$ cat config.mk
export PLATFORM = sky130hd
export DESIGN_NAME = turn_signal_hazard_flasher
export DESIGN_NICKNAME = d
export VERILOG_FILES = /design/src/rtl/tsf_pkg.sv /design/src/rtl/turn_signal_hazard_flasher.sv /design/src/rtl/tsf_div.sv
export VERILOG_INCLUDE_DIRS = /design/src /design/src/rtl
export SDC_FILE = /design/constraint.sdc
export NUM_CORES = 1
export LEC_CHECK = 0
export ABC_CLOCK_PERIOD_IN_PS = 20100
export BUFFER_PORTS_ARGS = -buffer_cell sky130_fd_sc_hd__buf_2
export CAP_MARGIN = 20
export CORE_MARGIN = 2
export CORE_UTILIZATION = 56
export DETAILED_ROUTE_END_ITERATION = 12
export PLACE_DENSITY = 0.83
export SYNTH_ARGS = -nofsm -noshare
export SYNTH_HDL_FRONTEND = slang
export SYNTH_SLANG_ARGS = --single-unit
$ cat constraint.sdc
create_clock -name clock -period 20.1 [get_ports clock]
set_input_delay 2.01 -clock clock [delete_from_list [all_inputs] [get_ports clock]]
set_output_delay 2.01 -clock clock [all_outputs]
set_load 0.02 [all_outputs]
$ cat src/rtl/assert_macros.svh
// Assertion helpers shared by the RTL files.
`ifndef ASSERT_MACROS_SVH
`define ASSERT_MACROS_SVH

// Condition that must hold at every clock edge out of reset.
`define TSF_ASSERT(lbl, cond, msg) \
   lbl: assert property (@(posedge clock) disable iff (reset) (cond)) else $error(msg);

// Same-cycle implication.
`define TSF_ASSERT_IMP(lbl, ante, cons, msg) \
   lbl: assert property (@(posedge clock) disable iff (reset) (ante) |-> (cons)) \
      else $error(msg);

// Next-cycle implication.
`define TSF_ASSERT_NXT(lbl, ante, cons, msg) \
   lbl: assert property (@(posedge clock) disable iff (reset) (ante) |=> (cons)) \
      else $error(msg);

`endif

$ cat src/rtl/tsf_pkg.sv
package tsf_pkg;

   // time and interval widths
   localparam int TIME_W = 32;
   localparam int IVL_W  = 11;
   localparam int CNT_W  = 5;

   // hazard window and blink defaults
   localparam logic [TIME_W-1:0] HAZARD_WINDOW_MS = 32'd500;
   localparam logic [IVL_W-1:0]  DEFAULT_IVL_MS   = 11'd500;
   localparam logic [7:0]        IVL_X10_MIN      = 8'd10;
   localparam logic [7:0]        IVL_X10_MAX      = 8'd200;
   localparam logic [7:0]        IVL_X10_RESET    = 8'd50;
   localparam logic [9:0]        MS_PER_SEC       = 10'd1000;

   // configuration register indexes
   localparam logic [1:0] CSR_FEATURE  = 2'd0;
   localparam logic [1:0] CSR_INTERVAL = 2'd1;
   localparam logic [1:0] CSR_AUTO_OFF = 2'd2;

   // status side codes
   localparam logic [1:0] SIDE_LEFT  = 2'd0;
   localparam logic [1:0] SIDE_RIGHT = 2'd1;
   localparam logic [1:0] SIDE_BOTH  = 2'd2;

   // divider command and response
   typedef struct packed {
      logic              start;
      logic [TIME_W-1:0] dividend;
      logic [IVL_W-1:0]  divisor;
   } div_cmd_type;

   typedef struct packed {
      logic busy;
      logic done;
      logic q_lsb;
   } div_rsp_type;

endpackage

$ cat src/rtl/turn_signal_hazard_flasher.sv
// Turn signal and hazard flasher.
// req_ carries one item per millisecond tick: the time, the left and right
// request levels and a broadcast flag. rsp_ returns one item per request with
// lamp drives, active flags, clear pulses and the broadcast status.
// csr_ writes feature_present (0), blink_interval_x10 (1), auto_off_seconds (2);
// the user must write them only while the block is idle, which the block itself
// does not enforce; other indexes are ignored. An item is evaluated in the cycle
// after acceptance, then a 32-step serial divider takes now_ms / interval one
// quotient bit per cycle for the blink phase. The divider's done flag moves the
// sequencer to ST_OUT, which loads the result into the output register once that
// register is free. The block takes no new item until the last one's result is
// loaded, as req_tready is high only in ST_IDLE.
// Reset clears all side state and the registers return to their defaults
// (feature off, 500 ms interval, auto shut-off disabled); rsp_tvalid drops.
// If the receiver stalls, the finished result waits in the output register;
// the next item is still accepted and processed, and its result waits until
// the output register is free, holding req_tready low meanwhile.
`include "assert_macros.svh"

module turn_signal_hazard_flasher
   import tsf_pkg::*;
(
   input  logic        clock,
   input  logic        reset,
   // req_tdata: [31:0] now_ms, [32] left_request, [33] right_request,
   // [34] broadcast_request, [39:35] zero
   input  logic        req_tvalid,
   output logic        req_tready,
   input  logic [39:0] req_tdata,
   // rsp_tdata: [0] left_lamp, [1] right_lamp, [2] left_is_on, [3] right_is_on,
   // [4] clear_left, [5] clear_right, [6] status_valid, [7] status_on,
   // [9:8] status_side, [15:10] zero
   output logic        rsp_tvalid,
   input  logic        rsp_tready,
   output logic [15:0] rsp_tdata,
   input  logic        csr_wr_en,
   input  logic [1:0]  csr_addr,
   input  logic [7:0]  csr_wr_data
);

   typedef enum logic [1:0] {ST_IDLE, ST_EVAL, ST_DIV, ST_OUT} state_type;

   state_type state_ff;

   // configuration
   logic       feat_ff;
   logic [7:0] ivl_x10_ff;
   logic [7:0] auto_ff;

   // latched item
   logic [TIME_W-1:0] now_ff;
   logic              cur_l_ff, cur_r_ff, bcast_ff;

   // side state
   logic              last_l_ff, last_r_ff, l_act_ff, r_act_ff;
   logic [TIME_W-1:0] l_start_ff, r_start_ff, shut_ff;

   // per-item results waiting for the phase
   logic              clr_l_ff, clr_r_ff, sv_ff, lamp_en_ff, phase_q_ff;

   // output register
   logic              rsp_valid_ff;
   logic [15:0]       rsp_data_ff;

   // evaluation results
   logic              changed, l_up, r_up, l_dn, r_dn, haz, nl, nr;
   logic              near_l, near_r;
   logic              a_last_l, a_last_r, a_l_act, a_r_act;
   logic [TIME_W-1:0] a_l_start, a_r_start, a_shut, s_start;
   logic              a_clr_l, a_clr_r, a_sv, a_lamp_en, off;
   logic [17:0]       auto_ms;

   logic [IVL_W-1:0]  ivl_ms;
   div_cmd_type       div_cmd;
   div_rsp_type       div_rsp;

   logic              out_free, lamp_l, lamp_r, st_on;
   logic [1:0]        st_side;

   // hazard window compares
   assign near_l  = (now_ff - l_start_ff) <= HAZARD_WINDOW_MS;
   assign near_r  = (now_ff - r_start_ff) <= HAZARD_WINDOW_MS;
   assign auto_ms = {10'd0, auto_ff} * {8'd0, MS_PER_SEC};

   // edge resolution and auto shut-off
   always_comb begin
      changed = (cur_l_ff != last_l_ff) || (cur_r_ff != last_r_ff);
      l_up    = cur_l_ff & ~last_l_ff;
      r_up    = cur_r_ff & ~last_r_ff;
      l_dn    = ~cur_l_ff & last_l_ff;
      r_dn    = ~cur_r_ff & last_r_ff;
      haz     = l_act_ff & r_act_ff;
      nl      = l_act_ff;
      nr      = r_act_ff;
      if (l_up && r_up) begin
         nl = 1'b1;
         nr = 1'b1;
      end else if (haz && (l_dn || r_dn)) begin
         nl = 1'b0;
         nr = 1'b0;
      end else if (r_up && l_act_ff && !r_act_ff) begin
         nl = near_l;
         nr = 1'b1;
      end else if (l_up && r_act_ff && !l_act_ff) begin
         nl = 1'b1;
         nr = near_r;
      end else if (l_up) begin
         nl = 1'b1;
      end else if (l_dn) begin
         nl = 1'b0;
      end else if (r_up) begin
         nr = 1'b1;
      end else if (r_dn) begin
         nr = 1'b0;
      end

      a_last_l  = changed ? cur_l_ff : last_l_ff;
      a_last_r  = changed ? cur_r_ff : last_r_ff;
      a_l_start = (changed && nl && !l_act_ff) ? now_ff : l_start_ff;
      a_r_start = (changed && nr && !r_act_ff) ? now_ff : r_start_ff;
      a_clr_l   = changed && !nl && l_act_ff;
      a_clr_r   = changed && !nr && r_act_ff;
      if (a_clr_l) a_last_l = 1'b0;
      if (a_clr_r) a_last_r = 1'b0;
      a_l_act   = changed ? nl : l_act_ff;
      a_r_act   = changed ? nr : r_act_ff;
      a_shut    = (changed && !nl && !nr) ? '0 : shut_ff;
      a_sv      = changed && bcast_ff;
      s_start   = a_shut;
      off       = 1'b0;
      a_lamp_en = 1'b0;

      if (feat_ff && (a_l_act || a_r_act)) begin
         if (auto_ff != '0 && !(a_l_act && a_r_act)) begin
            s_start = (a_shut == '0) ? now_ff : a_shut;
            if ((now_ff - s_start) >= {14'd0, auto_ms}) begin
               off      = 1'b1;
               a_l_act  = 1'b0;
               a_r_act  = 1'b0;
               a_clr_l  = 1'b1;
               a_clr_r  = 1'b1;
               a_last_l = 1'b0;
               a_last_r = 1'b0;
               s_start  = '0;
               a_sv     = 1'b1;
            end
            a_shut = s_start;
         end else begin
            a_shut = '0;
         end
         a_lamp_en = ~off;
      end
   end

   // blink half period in ms
   always_comb begin
      if (ivl_x10_ff >= IVL_X10_MIN && ivl_x10_ff <= IVL_X10_MAX) begin
         ivl_ms = IVL_W'({3'd0, ivl_x10_ff} << 3) + IVL_W'({3'd0, ivl_x10_ff} << 1);
      end else begin
         ivl_ms = DEFAULT_IVL_MS;
      end
   end

   assign div_cmd.start    = (state_ff == ST_EVAL);
   assign div_cmd.dividend = now_ff;
   assign div_cmd.divisor  = ivl_ms;

   tsf_div u_div (
      .clock (clock),
      .reset (reset),
      .cmd   (div_cmd),
      .rsp   (div_rsp)
   );

   // result fields
   assign out_free = !rsp_valid_ff || rsp_tready;
   assign lamp_l   = lamp_en_ff & l_act_ff & ~phase_q_ff;
   assign lamp_r   = lamp_en_ff & r_act_ff & ~phase_q_ff;
   assign st_on    = sv_ff & (l_act_ff | r_act_ff);
   always_comb begin
      if (!sv_ff) st_side = SIDE_LEFT;
      else if (l_act_ff && r_act_ff) st_side = SIDE_BOTH;
      else if (r_act_ff) st_side = SIDE_RIGHT;
      else st_side = SIDE_LEFT;
   end

   // configuration writes
   always_ff @(posedge clock) begin
      if (reset) begin
         feat_ff    <= 1'b0;
         ivl_x10_ff <= IVL_X10_RESET;
         auto_ff    <= '0;
      end else if (csr_wr_en) begin
         unique case (csr_addr)
            CSR_FEATURE:  feat_ff    <= csr_wr_data[0];
            CSR_INTERVAL: ivl_x10_ff <= csr_wr_data;
            CSR_AUTO_OFF: auto_ff    <= csr_wr_data;
            default: ;
         endcase
      end
   end

   // sequencer, side state and output register
   always_ff @(posedge clock) begin
      if (reset) begin
         state_ff     <= ST_IDLE;
         last_l_ff    <= 1'b0;
         last_r_ff    <= 1'b0;
         l_act_ff     <= 1'b0;
         r_act_ff     <= 1'b0;
         l_start_ff   <= '0;
         r_start_ff   <= '0;
         shut_ff      <= '0;
         rsp_valid_ff <= 1'b0;
      end else begin
         // a new result replaces the one leaving in the same cycle
         if (state_ff == ST_OUT && out_free) begin
            rsp_valid_ff <= 1'b1;
         end else if (rsp_valid_ff && rsp_tready) begin
            rsp_valid_ff <= 1'b0;
         end
         unique case (state_ff)
            ST_IDLE: begin
               if (req_tvalid) state_ff <= ST_EVAL;
            end
            ST_EVAL: begin
               last_l_ff  <= a_last_l;
               last_r_ff  <= a_last_r;
               l_act_ff   <= a_l_act;
               r_act_ff   <= a_r_act;
               l_start_ff <= a_l_start;
               r_start_ff <= a_r_start;
               shut_ff    <= a_shut;
               state_ff   <= ST_DIV;
            end
            ST_DIV: begin
               if (div_rsp.done) state_ff <= ST_OUT;
            end
            ST_OUT: begin
               if (out_free) begin
                  rsp_data_ff <= {6'd0, st_side, st_on, sv_ff, clr_r_ff, clr_l_ff,
                                  r_act_ff, l_act_ff, lamp_r, lamp_l};
                  state_ff    <= ST_IDLE;
               end
            end
            default: state_ff <= ST_IDLE;
         endcase
      end
   end

   // payload registers
   always_ff @(posedge clock) begin
      if (state_ff == ST_IDLE && req_tvalid) begin
         now_ff   <= req_tdata[31:0];
         cur_l_ff <= req_tdata[32];
         cur_r_ff <= req_tdata[33];
         bcast_ff <= req_tdata[34];
      end
      if (state_ff == ST_EVAL) begin
         clr_l_ff   <= a_clr_l;
         clr_r_ff   <= a_clr_r;
         sv_ff      <= a_sv;
         lamp_en_ff <= a_lamp_en;
      end
      if (div_rsp.done) phase_q_ff <= div_rsp.q_lsb;
   end

   assign req_tready = (state_ff == ST_IDLE);
   assign rsp_tvalid = rsp_valid_ff;
   assign rsp_tdata  = rsp_data_ff;

   `TSF_ASSERT_IMP(a_clear_left_off, rsp_tvalid && rsp_tdata[4], !rsp_tdata[2],
                   "left cleared but still on")
   `TSF_ASSERT_IMP(a_clear_right_off, rsp_tvalid && rsp_tdata[5], !rsp_tdata[3],
                   "right cleared but still on")
   `TSF_ASSERT_IMP(a_status_quiet, rsp_tvalid && !rsp_tdata[6],
                   !rsp_tdata[7] && rsp_tdata[9:8] == SIDE_LEFT,
                   "status fields set without a broadcast")
   `TSF_ASSERT_IMP(a_lamp_active, rsp_tvalid && rsp_tdata[0], rsp_tdata[2],
                   "left lamp driven while left inactive")
   `TSF_ASSERT_IMP(a_div_in_div, div_rsp.busy, state_ff == ST_DIV,
                   "divider running outside its state")

endmodule

$ cat src/rtl/tsf_div.sv
`include "assert_macros.svh"

// Restoring divider, one quotient bit per cycle; only the quotient LSB is kept.
module tsf_div
   import tsf_pkg::*;
(
   input  logic        clock,
   input  logic        reset,
   input  div_cmd_type cmd,
   output div_rsp_type rsp
);

   logic              busy_ff, busy_in;
   logic              done_ff, done_in;
   logic              q_ff, q_in;
   logic [CNT_W-1:0]  cnt_ff, cnt_in;
   logic [IVL_W-1:0]  rem_ff, rem_in;
   logic [IVL_W-1:0]  dvs_ff, dvs_in;
   logic [TIME_W-1:0] num_ff, num_in;
   logic [IVL_W:0]    trial;
   logic              fits;

   // one shift-subtract step
   assign trial = {rem_ff, num_ff[TIME_W-1]};
   assign fits  = trial >= {1'b0, dvs_ff};

   always_comb begin
      busy_in = busy_ff;
      done_in = 1'b0;
      q_in    = q_ff;
      cnt_in  = cnt_ff;
      rem_in  = rem_ff;
      dvs_in  = dvs_ff;
      num_in  = num_ff;
      if (cmd.start) begin
         busy_in = 1'b1;
         cnt_in  = '0;
         rem_in  = '0;
         dvs_in  = cmd.divisor;
         num_in  = cmd.dividend;
      end else if (busy_ff) begin
         rem_in = fits ? IVL_W'(trial - {1'b0, dvs_ff}) : trial[IVL_W-1:0];
         num_in = {num_ff[TIME_W-2:0], 1'b0};
         q_in   = fits;
         cnt_in = cnt_ff + CNT_W'(1);
         if (cnt_ff == {CNT_W{1'b1}}) begin
            busy_in = 1'b0;
            done_in = 1'b1;
         end
      end
   end

   always_ff @(posedge clock) begin
      if (reset) begin
         busy_ff <= 1'b0;
         done_ff <= 1'b0;
         cnt_ff  <= '0;
      end else begin
         busy_ff <= busy_in;
         done_ff <= done_in;
         cnt_ff  <= cnt_in;
      end
      q_ff   <= q_in;
      rem_ff <= rem_in;
      dvs_ff <= dvs_in;
      num_ff <= num_in;
   end

   assign rsp.busy  = busy_ff;
   assign rsp.done  = done_ff;
   assign rsp.q_lsb = q_ff;

   `TSF_ASSERT_NXT(a_div_start_busy, cmd.start, busy_ff, "divider did not start")
   `TSF_ASSERT_IMP(a_div_done_idle, done_ff, !busy_ff, "divider done while busy")
   `TSF_ASSERT_IMP(a_div_rem_range, busy_ff && dvs_ff != '0, rem_ff < dvs_ff,
                   "divider remainder out of range")

endmodule

==> impl_metrics.toml, run 1 <==
[logic_synthesis]
synth_ff_type = "dfxtp_1"
yosysWarnings = 0
ys_ff_latch = 231
ys_async_sr_fraction_pct = 0
syn_area_per_cell_sq_um = 9.24
seq_area_frac_synth_pct = 32.1
syn-instance-count = 1873
ys_types = 91
syn_area_sq_um = 17300
synth-edff-count = 93

[clock_network]
clock_sinks = 231
cts_tree = "done"
cts_max_level = 1
ctsResizeCount = 0
postCtsSetupRepairBufs = 0
clk_transition_reported_paths_ns = 0.06
cts_buffer_depth = 3
root_buffer = "clkbuf_16"
clock_latency_ns = 0.54
cts_hold_buf = 0
cts_buffers = 27

[place]
dpl_cell_area_sq_um = 17800
pre_cts_ws_ns = 9.41
portBuffers = 61
hpwl_um = 31600
place_congestion = 0.933

[critical_path]
cp_max_fo = 34
crit_required_ns = 20.56
timing_worst_setup_path_type = "reg -> reg"
startpoint = "now_ff[14]$_DFFE_PP_"
startpoint_type = "flip-flop"
endpoint_kind = "flip-flop"
slowest_delay_ns = 1.03
cp.arrival_ns = 11.71
worst_path_max_delay_cell = "or4_2"
rr_startpoint = "now_ff[14]$_DFFE_PP_"

[worst_hold_path]
worst_hold_path_type = "reg -> reg"
hold_path_startpoint = "clr_l_ff$_DFFE_PP_"

[sta]
rsz0062_at_grt = "false"
max_freq_mhz = 88.9
timing.hold.ws_ns = 0.419
fin_skew_ns = 0.0146
slew_headroom_pct = 26.1
hold_viol_final = 0
slew_viol_final = 0
setup_viol = 0
period_share_pct = 56.0
tns_ns = 0
fin_ws_ns = 8.85
tightest_slew_ns = 1.11
period_minus_slack_ns = 11.25

[layout]
fill_cells = 2541
regArea_sq_um = 5560
diodes = 0
area_growth_pct = 8.57
multiInputGateArea_sq_um = 10800
nets = 2147
drive_gt1_share_pct = 11.3
fin_area_sq_um = 18800

[global_route]
antenna_found_initial = 1
track_usage_pct = 25.8
grt_pass1_wl_um = 69700
grt_overflow_total = 0
grt_max_degree = 77
grt_pass1_vias = 13600

[pwr]
powerDensity_nw_per_um2 = 139
p_leak_nw = 7.95
seqPwrFrac_pct = 27.9
power_switching_mw = 1.11
pwr-share-clk_pct = 20.0
peakVddDrop_v = 0.0000738
power.share.combinational_pct = 52.1
power.share.switching_pct = 42.4
p_int_mw = 1.50

[floorplanning]
die_x_um = 180
row_count = 64
pin_count = 73
initial_core_util_pct = 56.7
dieArea_sq_um = 32300
core-area_sq_um = 30500
die_h_um = 180

[run_status]
status = "completed"

[route]
drt_iter0_drc = 1071
dr.pass1.iters = 5
vias_per_cell = 6.12
drc_errors = 0
route.vias.total = 14100
drtAntennaViolNets = 0
wirelength_um = 42900
wl_per_cell_um = 18.6

[job]
maxCapViolCount = 0
==> worst paths after layout <==
path	to	depth (start not counted)	slack [ns]
worst min-delay path	rsp_tdata[4]$_DFFE_PP_	0	0.42
worst max-delay path	shut_ff[6]$_SDFFE_PP0P_	37	8.85
worst min register to register	rsp_tdata[4]$_DFFE_PP_	0	0.42
worst max register to register	shut_ff[6]$_SDFFE_PP0P_	37	8.85
==> logic make-up after synthesis <==
family / after synthesis / synth area share [%]
other cells: 1 / 0.0217
flops: 231 / 32.1
xor+xnor: 74 / 3.74
fa+ha+maj: 201 / 15.6
simple gates: 495 / 14.1
buf+inv: 236 / 5.57
compound gates: 510 / 21.4
mux: 125 / 7.47
==> critical path: cells and delay by family (launching register included) <==
kind	cells	cell delay, ns
DFF	1	0.57
AOI/OAI and AO/OA	15	4.18
adders and majority gates	3	1.10
and+or+nand+nor	17	4.74
xor gates and xnor gates	1	0.14
buffers and inverters	1	0.37
==> metal layers <==
layer  share of wire [%]  global-route usage [%]  vias to the layer above  routed length [um]
met5               0.030                       0                        -                  13
met4                 3.2                    8.39                        2                1390
li1                    -                       -                     6869                   -
met3                 7.3                    4.19                       95                3110
met2                  44                    40.9                      483               19000
met1                  45                    36.2                     6684               19300
==> cell type report <==
cell class,instances,share of cell area [%]
clock buffer,38,4.48
clock inverter,12,0.646
inverter,151,3.02
multi-input combinational,1411,57.7
sequential,231,29.6
tap,396,2.64
timing repair buffer,70,2.00
==> cell usage in the layout, fill, tap and decap left out, types with 32 or more instances in the layout <==
| master | n |
|---|---|
| o21ai_0 | 75 |
| xnor2_1 | 44 |
| nand2_1 | 107 |
| ha_1 | 174 |
| a22oi_1 | 32 |
| buf_2 | 60 |
| inv_1 | 151 |
| a21o_1 | 58 |
| a21oi_1 | 124 |
| dfxtp_1 | 138 |
| edfxtp_1 | 93 |
| nor2_1 | 165 |
| mux2i_1 | 92 |
| mux2_2 | 33 |
==> power by group through the flow <==
stage               combinational, mW  clock [mW]  sequential, mW
global placement                 1.29           0           0.728
global route                     1.50       0.547           0.738
finish                           1.36       0.520           0.727
detailed placement               1.32           0           0.734
floorplan                        1.06           0           0.688
CTS                              1.34       0.530           0.726
==> sequential cells by signal, summed over array words and instances (netlist names), 2 cells and up <==
| register | flops |
|---|---|
| r_start_ff | 32 |
| u_div.num_ff | 32 |
| now_ff | 32 |
| l_start_ff | 32 |
| u_div.cnt_ff | 5 |
| rsp_tdata | 10 |
| u_div.rem_ff | 11 |
| state_ff | 2 |
| shut_ff | 32 |
| auto_ff | 8 |
| u_div.dvs_ff | 10 |
| ivl_x10_ff | 8 |
==> per-stage QoR <==
stage          instances  utilization, %  power [mW]
6_report            2309            61.6        2.60
5_1_grt             2309            61.6        2.79
4_1_cts             2309            61.6        2.59
3_5_place_dp        2259            58.4        2.06
3_3_place_gp        2259            58.4        2.02
2_1_floorplan       1878               -        1.75
==> Yosys cell counts (all sizes together), types with 25 or more instances <==
cell | n | area, sq um
a21o | 59 | 444
a21oi | 130 | 669
a22oi | 32 | 240
buf | 39 | 225
clkbuf | 46 | 173
dfxtp | 138 | 2760
edfxtp | 93 | 2790
fa | 25 | 500
ha | 175 | 2190
inv | 151 | 567
mux2 | 33 | 372
mux2i | 92 | 921
nand2 | 107 | 402
nand3 | 32 | 165
nand4 | 28 | 181
nor2 | 165 | 619
nor2b | 29 | 196
nor3 | 27 | 140
o21ai | 84 | 420
o2bb2ai | 33 | 483
xnor2 | 44 | 385
xor2 | 30 | 263
(Power assumes the default switching activity.)
==> run 2: changes to the inputs <==
- ABC_AREA: default -> 1
- ABC_CLOCK_PERIOD_IN_PS: 20100 -> 10600
- clock period: 20.1 -> 10.6 ns (I/O delays scaled with it)
==> run 2 against run 1 <==
- global-route usage is 3.7 points higher
- clock power grew 75%
- sequential power rose by 100%
- critical endpoint is now shut_ff[1]$_SDFFE_PP0P_
- critical path type unchanged
- non-clock buffer count grew 6
- die area increased by 7.8%
- count of clock-buffer cells in the layout increased by 1
- sequential share of layout area down 2.0 points
- via count increased by 28%
- wire length is 22% higher
- first-iteration DRC count increased by 54%
- clock skew shrank 0.0035 ns
==> impl_metrics.toml, run 2 <==
[run_status]
status = "completed"

[layout]
diodes = 0
fill_cells = 2983
fin_area_sq_um = 20200
final_common_cell = "nand2_1"
drive_gt1_share_pct = 6.36
nets = 2987
final_cell_mix = "nand2_1 (626), inv_1 (461), a21oi_1 (297)"
area_growth_pct = 8.05

[route]
drt_iter0_drc = 1647
drc_errors = 0
drtAntennaViolNets = 0
wirelength_um = 52400
vias_per_cell = 5.65
wl_per_cell_um = 16.4
dr.pass1.iters = 6
route.vias.total = 18000

[clock_network]
cts_hold_buf = 0
ctsResizeCount = 0
cts_max_level = 1
clock_sinks = 231
cts_buffers = 27
clock_latency_ns = 0.56
cts_buffer_depth = 3
cts_tree = "done"
root_buffer = "clkbuf_16"
clk_transition_reported_paths_ns = 0.06
postCtsSetupRepairBufs = 0

[critical_path]
cp.arrival_ns = 9.77
worst_path_max_delay_cell = "nor2_2"
path_buf_inv = 4
cp_max_fo = 42
timing_worst_setup_path_type = "reg -> reg"
crit_required_ns = 11.08
slowest_delay_ns = 0.70
path_delay_family = "simple AND/OR/NAND/NOR gates"
startpoint_type = "flip-flop"
endpoint_kind = "flip-flop"
crit_path_frequent_cell = "nand2_1"

[sta]
setup_viol = 0
period_minus_slack_ns = 9.29
fin_skew_ns = 0.0111
tightest_slew_ns = 0.952
rsz0062_at_grt = "false"
slew_viol_final = 0
timing.hold.ws_ns = 0.419
hold_viol_final = 0
tns_ns = 0
max_freq_mhz = 108
period_share_pct = 87.6
slew_headroom_pct = 36.5

[logic_synthesis]
synth_ff_type = "dfxtp_1"
yosysWarnings = 0
synthTopCellsByArea = "edfxtp_1 (15%), dfxtp_1 (15%), nand2_1 (13%)"
synth-edff-count = 93
synthMuxAreaShare_pct = 0
synth-simple-area-share_pct = 25.0
synth_xor_area_share_pct = 2.81
seq_area_frac_synth_pct = 29.7
yosys.area.top_type = "edfxtp_1"
synth_fa_ha_area_share_pct = 14.4
syn_area_per_cell_sq_um = 6.93
synth_compound_area_share_pct = 16.5
synth_top_area_share_pct = 14.9
synth_top_family_by_area = "simple AND/OR/NAND/NOR gates"
syn-instance-count = 2697
ys_async_sr_fraction_pct = 0
synth_common_cells = "nand2_1 (626), inv_1 (463), a21oi_1 (297), o21ai_0 (190), nor2_1 (178)"
ys_ff_latch = 231
ys_types = 55
syn_area_sq_um = 18700
yosys.cell_count.top_type = "nand2_1"

[job]
maxCapViolCount = 0

[floorplanning]
pin_count = 73
initial_core_util_pct = 57.1
row_count = 66
dieArea_sq_um = 34800
die_h_um = 187
core-area_sq_um = 32700
die_x_um = 187

[global_route]
antenna_found_initial = 0
grt_pass1_vias = 17100
track_usage_pct = 29.5
grt_max_degree = 99
grt_pass1_wl_um = 85200
grt_overflow_total = 0

[pwr]
peakVddDrop_v = 0.000203
powerDensity_nw_per_um2 = 321
power.total_mw = 6.48
p_leak_nw = 9.81

[place]
place_congestion = 0.949
portBuffers = 61
dpl_cell_area_sq_um = 19300
hpwl_um = 39700

[worst_hold_path]
worst_hold_path_type = "reg -> reg"
-- run 2: cell types whose count changed after synthesis, sizes merged, moves of 34 or more --
cell and change:
a21o -53, nand3 +112, o21ai +119, nand4 +34, mux2i -92, inv +320, a21oi +171, nand2 +530
-- run 2: final cells by class --
class	instances	area, sq um	area share [%]
repair buffers	76	418	2.07
clock inverters	11	110	0.545
well taps	442	553	2.74
clock buffers	39	761	3.77
inverters	473	1780	8.79
flip-flops and latches	231	5560	27.5
multi-input cells	1923	11000	54.6
-- run 2: per-layer routing --
metal	part of all wire [%]	global-route usage, %
met1	43	39.5
met2	45	47.8
met3	7.6	3.93
met4	4.4	13.0
met5	0	0
-- run 2: stage by stage --
step | setup WS (ns) | instances | utilization, %
after CTS | 1.60 | 3194 | 61.7
after floorplan | 4.70 | 2702 | -
after detailed placement | 1.65 | 3144 | 59.0
final | 1.31 | 3195 | 61.7
after global placement | 1.93 | 3144 | 59.0
after global routing | 0.636 | 3195 | 61.7
-- run 2: power breakdown --
part | leakage (nW) | switching (mW) | total, mW | internal [mW]
logic | 7.39 | 2.71 | 4.09 | 1.38
registers | 2.00 | 0.224 | 1.48 | 1.26
clock network | 0.421 | 0.383 | 0.910 | 0.527
total | 9.81 | 3.32 | 6.48 | 3.17
-- run 2: path summary, 6_finish.rpt --
path	cells past startpoint	end	slack, ns	start
hold reg to reg	0	phase_q_ff$_DFFE_PP_	0.42	u_div.q_ff$_DFFE_PP_
setup reg to reg	48	shut_ff[1]$_SDFFE_PP0P_	1.31	now_ff[12]$_DFFE_PP_
setup / recovery	48	shut_ff[1]$_SDFFE_PP0P_	1.31	now_ff[12]$_DFFE_PP_
hold / removal	0	phase_q_ff$_DFFE_PP_	0.42	u_div.q_ff$_DFFE_PP_
-- run 2: worst reg2reg max path: cells and delay by family (launching register included) --
| family | cells | cell delay (ns) |
|---|---|---|
| AOI/OAI and AO/OA | 12 | 2.29 |
| xor gates and xnor gates | 1 | 0.18 |
| adders and majority gates | 3 | 1.16 |
| buffers and inverters | 4 | 1.00 |
| DFF | 1 | 0.61 |
| and+or+nand+nor | 28 | 3.99 |
-- run 2: cell families (layout without fill, tap and decap cells) --
logic type / count (synthesis) / count (layout)
simple gates: 1089 / 1089
compound gates: 568 / 568
buf+inv: 548 / 599
flops: 231 / 231
fa+ha+maj: 200 / 200
xor+xnor: 60 / 60
other cells: 1 / 6
